===== config.mk =====
export PLATFORM = sky130hd
export DESIGN_NAME = escal_ram
export DESIGN_NICKNAME = d
export VERILOG_FILES = /design/src/hdl/escal_ram.sv
export SDC_FILE = /design/constraint.sdc
export NUM_CORES = 1
export LEC_CHECK = 0
export BUFFER_PORTS_ARGS = -buffer_cell sky130_fd_sc_hd__buf_2
export CAP_MARGIN = 20
export CORE_MARGIN = 2
export CORE_UTILIZATION = 55
export DETAILED_ROUTE_END_ITERATION = 8
export PLACE_DENSITY_LB_ADDON = 0.1
export SYNTH_ARGS = -nofsm -noshare
export SYNTH_HDL_FRONTEND = slang
export SYNTH_SLANG_ARGS = --single-unit

===== constraint.sdc =====
create_clock -name clk -period 2.08 [get_ports clk]
set_input_delay 0.104 -clock clk [delete_from_list [all_inputs] [get_ports clk]]
set_output_delay 0.104 -clock clk [all_outputs]
set_load 0.01 [all_outputs]

===== src/hdl/escal_ram.sv =====
// generic single-write, single-read memory with registered read data
// no dependencies
module escal_ram #(
  parameter int WIDTH = 8,
  parameter int DEPTH = 32
) (
  input  logic                     clk,
  input  logic                     we,
  input  logic [$clog2(DEPTH)-1:0] waddr,
  input  logic [WIDTH-1:0]         wdata,
  input  logic [$clog2(DEPTH)-1:0] raddr,
  output logic [WIDTH-1:0]         rdata
);

  logic [WIDTH-1:0] mem [DEPTH];

  always_ff @(posedge clk) begin
    if (we) begin
      mem[waddr] <= wdata;
    end
    rdata <= mem[raddr];
  end

endmodule


==> metrics.txt <==
status=finished, final reports clean; cells on worst reg2reg path=3; maximum VDD drop=0.728 mV; Starting DRT DRC Count=519; CP required=2510 ps; grt total ovfl=0; RSZ-0062 raised after global routing=false; commonest non-fill, non-tap cell in the layout=edfxtp_1; post-route minimum period=1800 ps; max-cap violations=0; post-synthesis instance total=417; Die W=139 um; worst reg2reg setup slack=280 ps; NetSw=2.25 mW; diode count=0; fill cell count=1,183; clock power share=42.4%; Flop pwr share=52.5%; DRT Wirelength=19.8 mm; P per Cell Area=970 mW/mm^2; area occupied by multi-input gates=0.00210 mm^2; Worst Skew=17.3 ps; ANT nets after route=0; r2r startpoint=mem[22][4]; CTS Buf Count=27; IO Pins=28; clock insertion delay at the later pin of the skew report=530 ps; Pint=9.08 mW; row count=49; CTS root buffer=clkbuf_16; Avg Cell Area, Syn=24.1 um^2; Worst Max-Slew Pin Slew=662 ps; pre-CTS WS=-32.1 ps; final core occ=65.0%; CP most frequent cell=mux4_2; Post-Syn Nets=437; switching share of power=19.8%; slew margin rel.=55.8%; Post-DP Area=0.0108 mm^2; Netlist Area Pre-Place=0.0101 mm^2; CP max-delay cell=mux4_2; all-layer global routing usage=21.3%; worst-path fanout max=1; critical path start-end classification=flip-flop to flip-flop; dpl hpwl=12.6 mm; Fin. Hold Viols=0; post-synthesis cell type count=15; Core Region=0.0180 mm^2; CTS Sinks=264; share of layout cells above drive strength 1=39.0%; HP Class=primary input to flip-flop; crit-path cells=mux4_2 > mux4_2 > mux2_2; Die Ht=139 um; Hold Path Cell Cnt=1; number of global-route vias before repair=4,651; WP data arrival=2230 ps; Max Clock Freq=555 MHz; Via-to-Cell Ratio=6.12; hold path start=wdata[1]; Final setup viols=0; Comb power frac=5.1%; Pleak=3.77 nW; Min-Delay Endpoint=mem[21][1]; largest net degree at the start of global routing=33; length of the first detailed-routing pass in iterations=5; synth warn=0; CP endpoint kind=flip-flop; Placer Congestion=0.778; deepest clock path buffer count=3; Final Cycle Share=86.7%; most frequent cells in the layout=edfxtp_1, mux4_2, buf_4, nor2_1, clkbuf_16; flip-flop and latch area=0.00785 mm^2; depth of the CTS H-tree=1; overall power=11.3 mW; Min Hold Slack=111 ps; non-filler instance count after layout=745; first-pass GRT wire length=29.9 mm; register area share after synthesis=78.1%; PnR worst setup slack=277 ps; setup TNS=0 ps; Placed Instances=695; starting density of the core=56.0%; leading area contributor after synthesis=edfxtp_1; post-synthesis register bit count=264; clk slew on worst S/H paths=60 ps; max incr delay on CP=540 ps; top post-synthesis cells by area=edfxtp_1, mux4_2, dfxtp_1, nor2_1, mux2_2; Synth top area share=76.5%; initial antenna violation count=0; fin. max-slew vios=0; WL per Instance=26.5 um; # DRC=0; Vias=4,556; post-route cell area=0.0117 mm^2; Final #Nets=516; CP startpoint kind=flip-flop; R2R Path End=rdata[4]; area delta synth->final=16.2%; die area=0.0194 mm^2; CTS tree=done; Port Buffer Count=27
-- timing repair --
item,CTS,global route
hold buffers,1,0
gates resized for setup,0,0
endpoints found under the hold margin,7,0
endpoints found under the setup margin,0,0
setup buffers,0,0
-- registers in the layout (all words and copies together) (netlist names) --
register  cells
mem         256
rdata         8
-- critical path: cells and delay by family, from the launching register on --
kind          cells  cell delay, ps
flip-flops        1             380
multiplexers      3            1320
-- worst max path at each step --
stage                          start  depth (start not counted)  slack, ps       end
after detailed placement    raddr[0]                          5        -30  rdata[5]
after global routing      mem[31][6]                          3        240  rdata[6]
after global placement      raddr[0]                          5        -20  rdata[6]
after floorplan             raddr[2]                          5        170  rdata[0]
after CTS                  mem[5][1]                          3        260  rdata[1]
final                     mem[22][4]                          3        280  rdata[4]
-- cell usage after synthesis, drive strengths merged --
cell and count:
buf 14, clkbuf 6, dfxtp 8, edfxtp 256
mux2 8, mux4 80, nand2 1, nand3 2
nand3b 5, nor2 33, or3 1, or3b 3
-- cell type report --
cell class	instances	area share, %
flip-flops and latches	264	67.2
well taps	229	2.45
multi-input cells	133	18.0
clock buffers	36	6.42
clock inverters	13	1.25
repair buffers	70	4.71
-- routing by layer --
metal  track usage, %  vias up  wire, um
met5                0        -         0
met4             6.38        0       471
met3             3.52       33      1670
met2             30.8      189      8960
met1             34.4     2398      8650
li1                 -     1936         -
-- cells by family after synthesis --
group / Yosys count / synth area share (%)
multiplexers: 88 / 18.8
buffers and inverters: 20 / 1.06
flip-flops: 264 / 78.1
AND/OR/NAND/NOR: 45 / 2.07
-- power groups by stage --
stage / logic [mW] / registers (mW) / clock network, mW
finish: 0.581 / 5.95 / 4.80
global route: 0.627 / 5.95 / 5.11
CTS: 0.591 / 5.95 / 4.90
detailed placement: 0.589 / 6.06 / 0
global placement: 0.577 / 6.06 / 0
floorplan: 0.315 / 6.05 / 0
No activity file was read; power rests on OpenSTA's default activity.
