### config.mk
export PLATFORM = sky130hd
export DESIGN_NAME = escal_div
export DESIGN_NICKNAME = d
export VERILOG_FILES = /design/src/hdl/escal_div.sv
export SDC_FILE = /design/constraint.sdc
export NUM_CORES = 1
export LEC_CHECK = 0
export ABC_CLOCK_PERIOD_IN_PS = 5200
export BUFFER_PORTS_ARGS = -buffer_cell sky130_fd_sc_hd__buf_4
export CORE_ASPECT_RATIO = 0.9
export CORE_UTILIZATION = 41
export CTS_CLUSTER_DIAMETER = 120
export DETAILED_ROUTE_END_ITERATION = 12
export GPL_ROUTABILITY_DRIVEN = 0
export PLACE_DENSITY_LB_ADDON = 0.12
export SLEW_MARGIN = 20
export SYNTH_ARGS = -nofsm -noshare
export SYNTH_HDL_FRONTEND = slang
export SYNTH_SLANG_ARGS = --single-unit
### constraint.sdc
create_clock -name clk -period 5.2 [get_ports clk]
set_clock_uncertainty 0.1 [all_clocks]
set_input_delay 0.26 -clock clk [delete_from_list [all_inputs] [get_ports clk]]
set_output_delay 0.26 -clock clk [all_outputs]
set_load 0.02 [all_outputs]
### src/hdl/escal_div.sv
// shared restoring divider, one quotient bit per cycle
// no dependencies; used for both the sector means and the corrections
module escal_div #(
  parameter int NW = 40,
  parameter int DW = 16
) (
  input  logic          clk,
  input  logic          rst,
  input  logic          start,
  input  logic [NW-1:0] num,
  input  logic [DW-1:0] den,
  output logic          done,
  output logic [NW-1:0] quot
);

  localparam int SBW = $clog2(NW);

  logic          busy;
  logic [SBW-1:0] steps;
  logic [DW-1:0] rem;
  logic [DW-1:0] den_q;
  logic [DW:0]   rem_sh;
  logic [DW:0]   diff;

  // quotient bits shift in from the bottom while numerator bits leave the top
  assign rem_sh = {rem, quot[NW-1]};
  assign diff   = rem_sh - {1'b0, den_q};

  always_ff @(posedge clk) begin
    if (rst) begin
      busy <= 1'b0;
      done <= 1'b0;
    end else begin
      done <= 1'b0;
      if (start) begin
        busy <= 1'b1;
      end else if (busy && steps == SBW'(NW - 1)) begin
        busy <= 1'b0;
        done <= 1'b1;
      end
    end
  end

  always_ff @(posedge clk) begin
    if (start) begin
      rem   <= '0;
      quot  <= num;
      den_q <= den;
      steps <= '0;
    end else if (busy) begin
      steps <= steps + 1'b1;
      if (!diff[DW]) begin
        rem  <= diff[DW-1:0];
        quot <= {quot[NW-2:0], 1'b1};
      end else begin
        rem  <= rem_sh[DW-1:0];
        quot <= {quot[NW-2:0], 1'b0};
      end
    end
  end

endmodule

==> metrics.cfg, run 1 <==
[placement]
dp_hpwl_mm=5.997
port_buffers=99

[sta]
grt_setup_unrepaired=no
report.final.slew_viol_count=0
fin_crit_sh_pct=60.22
max_freq_mhz=319.3
final_hold_viol_count=0
tns_ns=0
period_needed_ns=3.132
slew_headroom_pct=47.23
tightestPinTransition_ns=0.7877
finalSetupViolations=0

[pwr]
pwr-share-comb_pct=21.4
vdd_ir_drop_max_mv=0.1797
p_seq_share_pct=49.2
power_mw=1.580
leakage_nw=2.183
swShare_pct=27.77
p_int_mw=1.141
p_switching_mw=0.4388
p_per_area_nw_per_um2=299.8
p_clk_share_pct=29.4

[logic_synthesis]
yosysMostFrequentCell=edfxtp_1
synth_cell_types=53
synth_area_leaders=edfxtp_1, dfxtp_1, mux2_2, ha_1, nand2_1
syn_inst=340
ys.flop_type=edfxtp_1
synth_warnings=0
syn_area_um2=4111
async_flop_share_pct=0
ys_top_cells_by_count=edfxtp_1, mux2_2, nand2_1, dfxtp_1, inv_1
synth_top_area_share_pct=40.90
syn_area_per_cell_um2=12.09
synth_nets=417
synth-seq-area-share_pct=52.59
synth_edf_count=56
yosysTopAreaCell=edfxtp_1
synth-seq-cells=80

[grt]
grt_antenna_before_repair=0
grt_pass1_wl_mm=14.09
met1_usage_pct=22.70
grt_util_met3_pct=4.987
overflow=0
busiest_layer=met2
grt_pass1_vias=2867
grt.met2_usage_pct=28.70
grt_max_degree=45
grtUsageTotal_pct=17.58

[floorplan]
start_util_pct=42.39
io_pins=100
die_area_um2=10430
rows=34
die_h_um=97
coreArea_um2=9699
die_w_um=107.6

[cells_and_area]
num_antenna_cells=0
area_growth_pct=28.21
nets=530
fillerInstances=865
drive_above_1_share_pct=36.24

[drt]
ant_nets=0
vias=2937
viasPerCell=5.029
drc_errors=0
wl_per_cell_um=14.63
firstDrtPassIters=4
wl_mm=8.544
drt_iter0_drc=143

[clocking]
root_buffer=clkbuf_8
cts_tree=yes
postCtsSetupBuffers=0
clock_path_buffers=2
clk_pin_slew_worst_paths_ns=0.09
numCtsBuffers=9
cts.sinks=80
h-tree-depth=3
cts_hold_buf=17
cts_resized=0
clk_latency_ns=0.36

[worst_setup_path]
critical_path_required_ns=5.35
critPathCaptureType=flop
path_class=reg2reg
cp_max_fo=16
worstRegToRegCells=10
start_kind=flop
critPathArrivalTime_ns=3.29

[hold_path]
min-delay-path-class=in2reg
min_delay_path_depth=3

[outcome]
outcome=complete, no violations

[job]
maxCapViolCount=0

## flip-flops by register name, indices dropped and copies added (netlist names)
name	flops
busy	1
den_q	16
done	1
quot	40
rem	16
steps	6
## worst paths after layout
kind         endpoint  startpoint  slack (ns)
max            rem[3]    quot[39]        2.07
min           quot[0]      num[0]        0.08
max reg2reg    rem[3]    quot[39]        2.07
min reg2reg  steps[5]    steps[5]        0.39
## routing by layer
| layer | share of wire (%) | vias to the layer above |
|---|---|---|
| li1 | - | 1481 |
| met1 | 47 | 1391 |
| met2 | 48 | 58 |
| met3 | 3.8 | 7 |
| met4 | 0.96 | 0 |
| met5 | 0 | - |
## cells in the final DEF (no fill, tap or decap), types with 3 or more instances in the layout
cell	synthesis	layout
nand2_1	28	28
dlygate4sd3_1	0	17
o31ai_1	3	3
buf_4	1	101
nor2b_1	3	3
a21oi_1	16	16
a21o_1	3	3
nand3_1	8	8
nor2_1	21	21
dfxtp_1	24	23
clkbuf_8	0	10
a32oi_1	4	4
clkinvlp_4	0	3
a311oi_1	9	9
nand2b_1	3	3
edfxtp_1	56	56
ha_1	17	17
o21bai_1	4	4
nand4_1	5	5
mux2_2	39	39
inv_1	23	23
xnor2_1	6	6
xor2_1	10	10
o21ai_0	5	5
## layout make-up
class,instances,area [um^2],share of cell area [%]
clock buffer,11,141.4,2.682
clock inverter,5,56.30,1.068
inverter,23,86.33,1.638
multi-input combinational,221,1738,32.97
sequential,80,2163,41.04
tap,126,157.7,2.991
timing repair buffer,118,928.4,17.61
## power by group through the flow
stage | clock network [mW] | logic, mW | registers [mW]
after CTS | 0.478 | 0.342 | 0.778
after floorplan | 0 | 0.180 | 0.825
final | 0.464 | 0.338 | 0.777
after global placement | 0 | 0.328 | 0.791
after global routing | 0.500 | 0.370 | 0.786
after detailed placement | 0 | 0.331 | 0.792
## cells by family after synthesis
| logic type | Yosys count | synth area share (%) |
|---|---|---|
| flip-flops | 80 | 52.59 |
| AO/OA/AOI/OAI | 63 | 11.47 |
| buffers and inverters | 39 | 5.143 |
| adder cells (fa/ha/maj) | 18 | 5.660 |
| multiplexers | 41 | 11.17 |
| XOR/XNOR | 18 | 4.474 |
| AND/OR/NAND/NOR | 81 | 9.496 |
## worst max-delay path: stages, from the launching register on
cell	delay, ns
edfxtp_1	0.39
inv_1	0.06
ha_1	0.22
fa_1	0.40
nand2b_1	0.23
a21oi_4	0.17
a21oi_2	0.11
o311ai_4	0.47
xor2_4	0.45
nand2_1	0.12
a311oi_1	0.31
## through the flow
stage | instances | setup WS [ns] | utilization, % | hold WS (ns) | instance area (um^2)
3_3_place_gp | 551 | 2.237 | 50.54 | 0.3353 | 4902
2_1_floorplan | 340 | 2.304 | - | 0.2324 | 4111
4_1_cts | 584 | 2.020 | 54.33 | 0.06704 | 5270
5_1_grt | 584 | 1.810 | 54.35 | 0.06255 | 5271
6_report | 584 | 2.068 | 54.35 | 0.08234 | 5271
3_5_place_dp | 551 | 2.091 | 50.54 | 0.3370 | 4902
Note: power is estimated with default switching activity, not from simulation.
==> inputs of run 2 (changes only) <==
Settings changed: ABC_CLOCK_PERIOD_IN_PS 5200 to 3000.
Clock period 5.2 ns to 3 ns, I/O delays scaled along.
==> run 2 against run 1 <==
- via count grew 7.6%
- die area unchanged
- worst setup slack got worse by 2.0 ns
- fmax up 7.4%
- clock power rose by 73%
- routed wire length rose by 7.4%
- utilization increased by 5.9 points
- sequential cell count unchanged
- critical path depth up 2
- largest cell class unchanged
==> metrics.cfg, run 2 (synthesis results as in run 1) <==
[outcome]
outcome=complete, no violations

[floorplan]
rows=34  ; unchanged
coreArea_um2=9699  ; unchanged
io_pins=100  ; unchanged
die_w_um=107.6  ; unchanged
start_util_pct=42.39  ; unchanged
die_area_um2=10430  ; unchanged
die_h_um=97  ; unchanged

[cells_and_area]
final_area_um2=5844  ; +11%
fin_util_pct=60.26  ; +5.9 points
nets=581  ; +9.6%
seq_area_um2=2162  ; about the same
drive_above_1_share_pct=35.95  ; -0.29 points
layout.cells.non_filler=635  ; +8.7%
mostFrequentLayoutCells=buf_4, edfxtp_1, dlygate4sd3_1, mux2_2, nand2_1
largest_register_ffs=40  ; unchanged
fillerInstances=799  ; -7.6%
num_antenna_cells=0  ; unchanged
largest-register=quot
multiInputGateArea_um2=1819  ; +4.7%
area_growth_pct=42.15
final_common_cell=buf_4
top_regs=quot x40, den_q x16, rem x16

[drt]
firstDrtPassIters=4  ; unchanged
viasPerCell=4.975  ; -1.1%
wl_mm=9.180  ; +7.4%
drt_iter0_drc=119  ; -17%
drc_errors=0  ; unchanged
wl_per_cell_um=14.46  ; -1.2%
vias=3159  ; +7.6%
ant_nets=0  ; unchanged

[sta]
tightestPinTransition_ns=0.6986  ; -0.08909 ns
holdWs_ns=0.01805  ; -0.06429 ns
tns_ns=0  ; unchanged
period_needed_ns=2.917  ; -0.2148 ns
finalSetupViolations=0  ; unchanged
report.final.slew_viol_count=0  ; unchanged
fin_crit_sh_pct=97.22  ; +37 points
final_hold_viol_count=0  ; unchanged
slew_headroom_pct=53.37  ; +6.1 points
setup_slack_ns=0.08328  ; -1.985 ns
max_freq_mhz=342.9  ; +7.4%

[hold_path]
min-delay-path-class=in2reg
min_delay_path_depth=2  ; -1

[grt]
overflow=0  ; unchanged
grt_pass1_wl_mm=14.84  ; +5.3%
grt_antenna_before_repair=0  ; unchanged
grt_max_degree=78  ; +73%
grt_pass1_vias=3055  ; +6.6%
grtUsageTotal_pct=18.20  ; +0.62 points

[pwr]
leakage_nw=2.437  ; +12%
power_mw=2.812  ; +78%
vdd_ir_drop_max_mv=0.2732  ; +52%
p_per_area_nw_per_um2=481.2  ; +61%

[clocking]
clock_path_buffers=2  ; unchanged
clk_pin_slew_worst_paths_ns=0.09  ; about the same
h-tree-depth=3  ; unchanged
clk_latency_ns=0.36  ; about the same
cts.sinks=80  ; unchanged
cts_tree=yes
numCtsBuffers=9  ; unchanged
root_buffer=clkbuf_8

[placement]
port_buffers=99  ; unchanged
place_area_um2=4965  ; +1.3%
dp_hpwl_mm=5.984  ; -0.22%
dp.cells=556  ; +0.91%
place_ws_ns=-0.02964  ; -2.121 ns

[worst_setup_path]
r2r_slack_ns=0.08  ; -1.99 ns
critPathArrivalTime_ns=3.08  ; -0.21 ns
start_kind=flop
worstRegToRegCells=12  ; +2
cp_max_fo=5  ; -11
critPathCaptureType=flop
path_class=reg2reg
critical_path_required_ns=3.16  ; -2.19 ns

[job]
maxCapViolCount=0  ; unchanged

[run 2: layout make-up]
| cell class | instances | share of cell area [%] |
|---|---|---|
| Clock buffer | 10 | 2.184 |
| Clock inverter | 6 | 1.156 |
| Inverter | 23 | 1.477 |
| Multi-Input combinational cell | 223 | 31.13 |
| Sequential cell | 80 | 36.99 |
| Tap cell | 126 | 2.697 |
| Timing Repair Buffer | 167 | 24.36 |
[run 2: path summary, 6_finish.rpt]
path	start	to
max	quot[39]	rem[2]
min	num[26]	quot[26]
min reg2reg	rem[5]	rem[6]
max reg2reg	quot[39]	rem[2]
[run 2: what timing repair did]
action / CTS / global route
buffers inserted: 1 / 5
pin swaps: 1 / 2
hold endpoints to repair: 56 / 0
gates cloned: 1 / 1
setup endpoints to repair: 10 / 17
resized for setup: 0 / 9
hold buffers: 55 / 0
[run 2: critical path, cell delays in order, from the launching register on]
cell and delay (ns):
edfxtp_1 0.37, inv_1 0.05, ha_1 0.22, fa_1 0.40, nand2b_4 0.17, a21oi_4 0.15
a21oi_2 0.11, o311ai_4 0.40, buf_6 0.17, xor2_4 0.15, buf_4 0.16, nand3_1 0.08
a311oi_1 0.27
[run 2: metal layers]
metal  up-vias  track usage [%]  routed length, um  part of all wire (%)
li1       1589                -                  -                     -
met1      1497            23.58               4267                    46
met2        62            29.78               4506                    49
met3        11            4.043                300                   3.3
met4         0            6.322                106                   1.2
met5         -                0                  0                     0
[run 2: power by group]
part / internal [mW] / switching (mW) / leakage, nW
Clock: 0.389 / 0.413 / 0.0933
Combinational: 0.338 / 0.332 / 1.59
Sequential: 1.29 / 0.0498 / 0.755
==> inputs of run 3 (changes only) <==
--- a/config.mk
+++ b/config.mk
@@ -10,2 +10,3 @@
 export CORE_ASPECT_RATIO = 0.9
+export CORE_MARGIN = 1.5
 export CORE_UTILIZATION = 41
--- a/constraint.sdc
+++ b/constraint.sdc
@@ -4,2 +4,2 @@
 set_output_delay 0.15 -clock clk [all_outputs]
-set_load 0.02 [all_outputs]
+set_load 0.05 [all_outputs]
==> run 3 against run 2 <==
- routed wire length is 4.5% higher
- utilization shrank 0.71 points
- worst setup slack improved by 0.080 ns
- sequential power about the same
- fmax up 2.8%
- critical endpoint is now rem[0]
- die area grew 2.0%
- via count down 0.13%
- critical path depth unchanged
- hold slack better by 0.21 ns
- sequential cell count stayed put
- final cell count stayed put
- clock power decreased by 2%
==> metrics.cfg, run 3 (synthesis results as in run 1) <==
[outcome]
outcome=complete, no violations

[placement]
place_area_um2=4947  ; -0.35%
port_buffers=99  ; unchanged
dp.cells=556  ; unchanged
dp_hpwl_mm=6.187  ; +3.4%

[cells_and_area]
final_common_cell=buf_4
mostFrequentLayoutCells=buf_4, dlygate4sd3_1, edfxtp_1, mux2_2, nand2_1
largest_register_ffs=40  ; unchanged
fillerInstances=814  ; +1.9%
area_growth_pct=40.47
largest-register=quot
drive_above_1_share_pct=34.77  ; -1.2 points
layout.cells.non_filler=635  ; unchanged
fin_util_pct=59.55  ; -0.71 points
num_antenna_cells=0  ; unchanged
final_area_um2=5776  ; -1.2%
top_regs=quot x40, den_q x16, rem x16
nets=581  ; unchanged

[floorplan]
coreArea_um2=9699  ; unchanged
start_util_pct=42.39  ; unchanged
die_h_um=98  ; +1.0%
die_area_um2=10640  ; +2.0%
io_pins=100  ; unchanged
rows=34  ; unchanged
die_w_um=108.6  ; +0.93%

[grt]
grt_antenna_before_repair=0  ; unchanged
grtUsageTotal_pct=18.74  ; +0.54 points
grt_pass1_wl_mm=15.16  ; +2.2%
overflow=0  ; unchanged
grt_max_degree=56  ; -28%
grt_pass1_vias=3097  ; +1.4%

[sta]
tns_ns=0  ; unchanged
holdWs_ns=0.2272  ; +0.2091 ns
tightestPinTransition_ns=0.6721  ; -0.02644 ns
period_needed_ns=2.837  ; -0.07968 ns
slew_headroom_pct=55.19  ; +1.8 points
grt_setup_unrepaired=no
finalSetupViolations=0  ; unchanged
report.final.slew_viol_count=0  ; unchanged
fin_crit_sh_pct=94.57  ; -2.7 points
final_hold_viol_count=0  ; unchanged
max_freq_mhz=352.5  ; +2.8%

[worst_setup_path]
critPathArrivalTime_ns=2.99  ; -0.09 ns
critical_path_required_ns=3.15  ; about the same
worstRegToRegCells=12  ; unchanged
timing.rr.end=rem[0]
cp_max_fo=14  ; +9
r2r-start=quot[39]
r2r_slack_ns=0.16  ; +0.08 ns
start_kind=flop
path_class=reg2reg
critPathCaptureType=flop

[drt]
ant_nets=0  ; unchanged
vias=3155  ; -0.13%
wl_per_cell_um=15.11  ; +4.5%
wl_mm=9.596  ; +4.5%
viasPerCell=4.969  ; -0.13%
drc_errors=0  ; unchanged
firstDrtPassIters=4  ; unchanged
drt_iter0_drc=111  ; -6.7%

[clocking]
h-tree-depth=3  ; unchanged
cts.sinks=80  ; unchanged
root_buffer=clkbuf_8
numCtsBuffers=9  ; unchanged
clk_latency_ns=0.36  ; about the same
cts_tree=yes
clk_pin_slew_worst_paths_ns=0.08  ; about the same
clock_path_buffers=2  ; unchanged

[hold_path]
min-delay-start=start
min-delay-path-class=in2reg
min_to=steps[1]
min_delay_path_depth=2  ; unchanged

[pwr]
p_per_area_nw_per_um2=505.6  ; +5.1%
vdd_ir_drop_max_mv=0.3152  ; +15%
leakage_nw=2.425  ; -0.49%

[job]
maxCapViolCount=0  ; unchanged

## run 3: changes by cell type in the layout (fill, tap and decap cells not counted), sizes merged
cell         delta
clkbuf          +1
clkinvlp        -2
inv             -2
dlygate4sd3     +2
clkinv          +3
xnor2           -1
xor2            -1
## run 3: metal layers
metal / part of all wire, % / track usage [%]
met3: 4.2 / 5.407
met4: 1.1 / 5.162
met5: 0 / 0
met1: 45 / 23.61
met2: 50 / 31.30
## run 3: how the worst max path moves through the flow
stage / endpoint / depth (start not counted) / slack [ns] / from
floorplan: rem[14] / 11 / 0.01 / quot[39]
global placement: rem[2] / 10 / 0.16 / quot[39]
detailed placement: rem[2] / 10 / 0.03 / quot[39]
CTS: rem[2] / 10 / 0.004 / quot[39]
global route: rem[2] / 12 / 0.03 / quot[39]
finish: rem[0] / 12 / 0.16 / quot[39]
## run 3: cell type report
cell class                      count  area (um^2)  share of cell area, %
Multi-Input combinational cell    221         1757                  30.42
Sequential cell                    80         2162                  37.43
Clock buffer                       11        131.4                  2.275
Timing Repair Buffer              169         1424                  24.65
Inverter                           23        86.33                  1.495
Tap cell                          126        157.7                  2.730
Clock inverter                      5        57.56                 0.9965
## run 3: critical path: stages, from the launching register on
cell and delay (ns):
edfxtp_1 0.35, inv_1 0.05, ha_1 0.21, fa_1 0.39, nand2b_4 0.17, a21oi_4 0.15
a21oi_2 0.12, o311ai_4 0.30, buf_4 0.19, xor2_4 0.07, buf_12 0.17, buf_4 0.13
o311a_2 0.32
## run 3: per-stage QoR
| step | setup WS [ns] | total power [mW] |
|---|---|---|
| final | 0.1630 | 2.920 |
| after global routing | 0.02518 | 3.065 |
| after CTS | 0.004474 | 2.940 |
| after detailed placement | 0.02983 | 2.090 |
| after global placement | 0.1590 | 2.085 |
| after floorplan | 0.009797 | 1.872 |
## run 3: power breakdown
group	total (mW)	switching, mW	internal (mW)
clock network	0.782	0.396	0.385
registers	1.34	0.0529	1.29
logic	0.795	0.459	0.336
total	2.92	0.908	2.01
## run 3: what timing repair did
action / in CTS / in global routing
hold buffers: 57 / 0
hold endpoints to repair: 58 / 0
resized for setup: 0 / 1
setup buffers: 0 / 6
setup endpoints to repair: 0 / 16
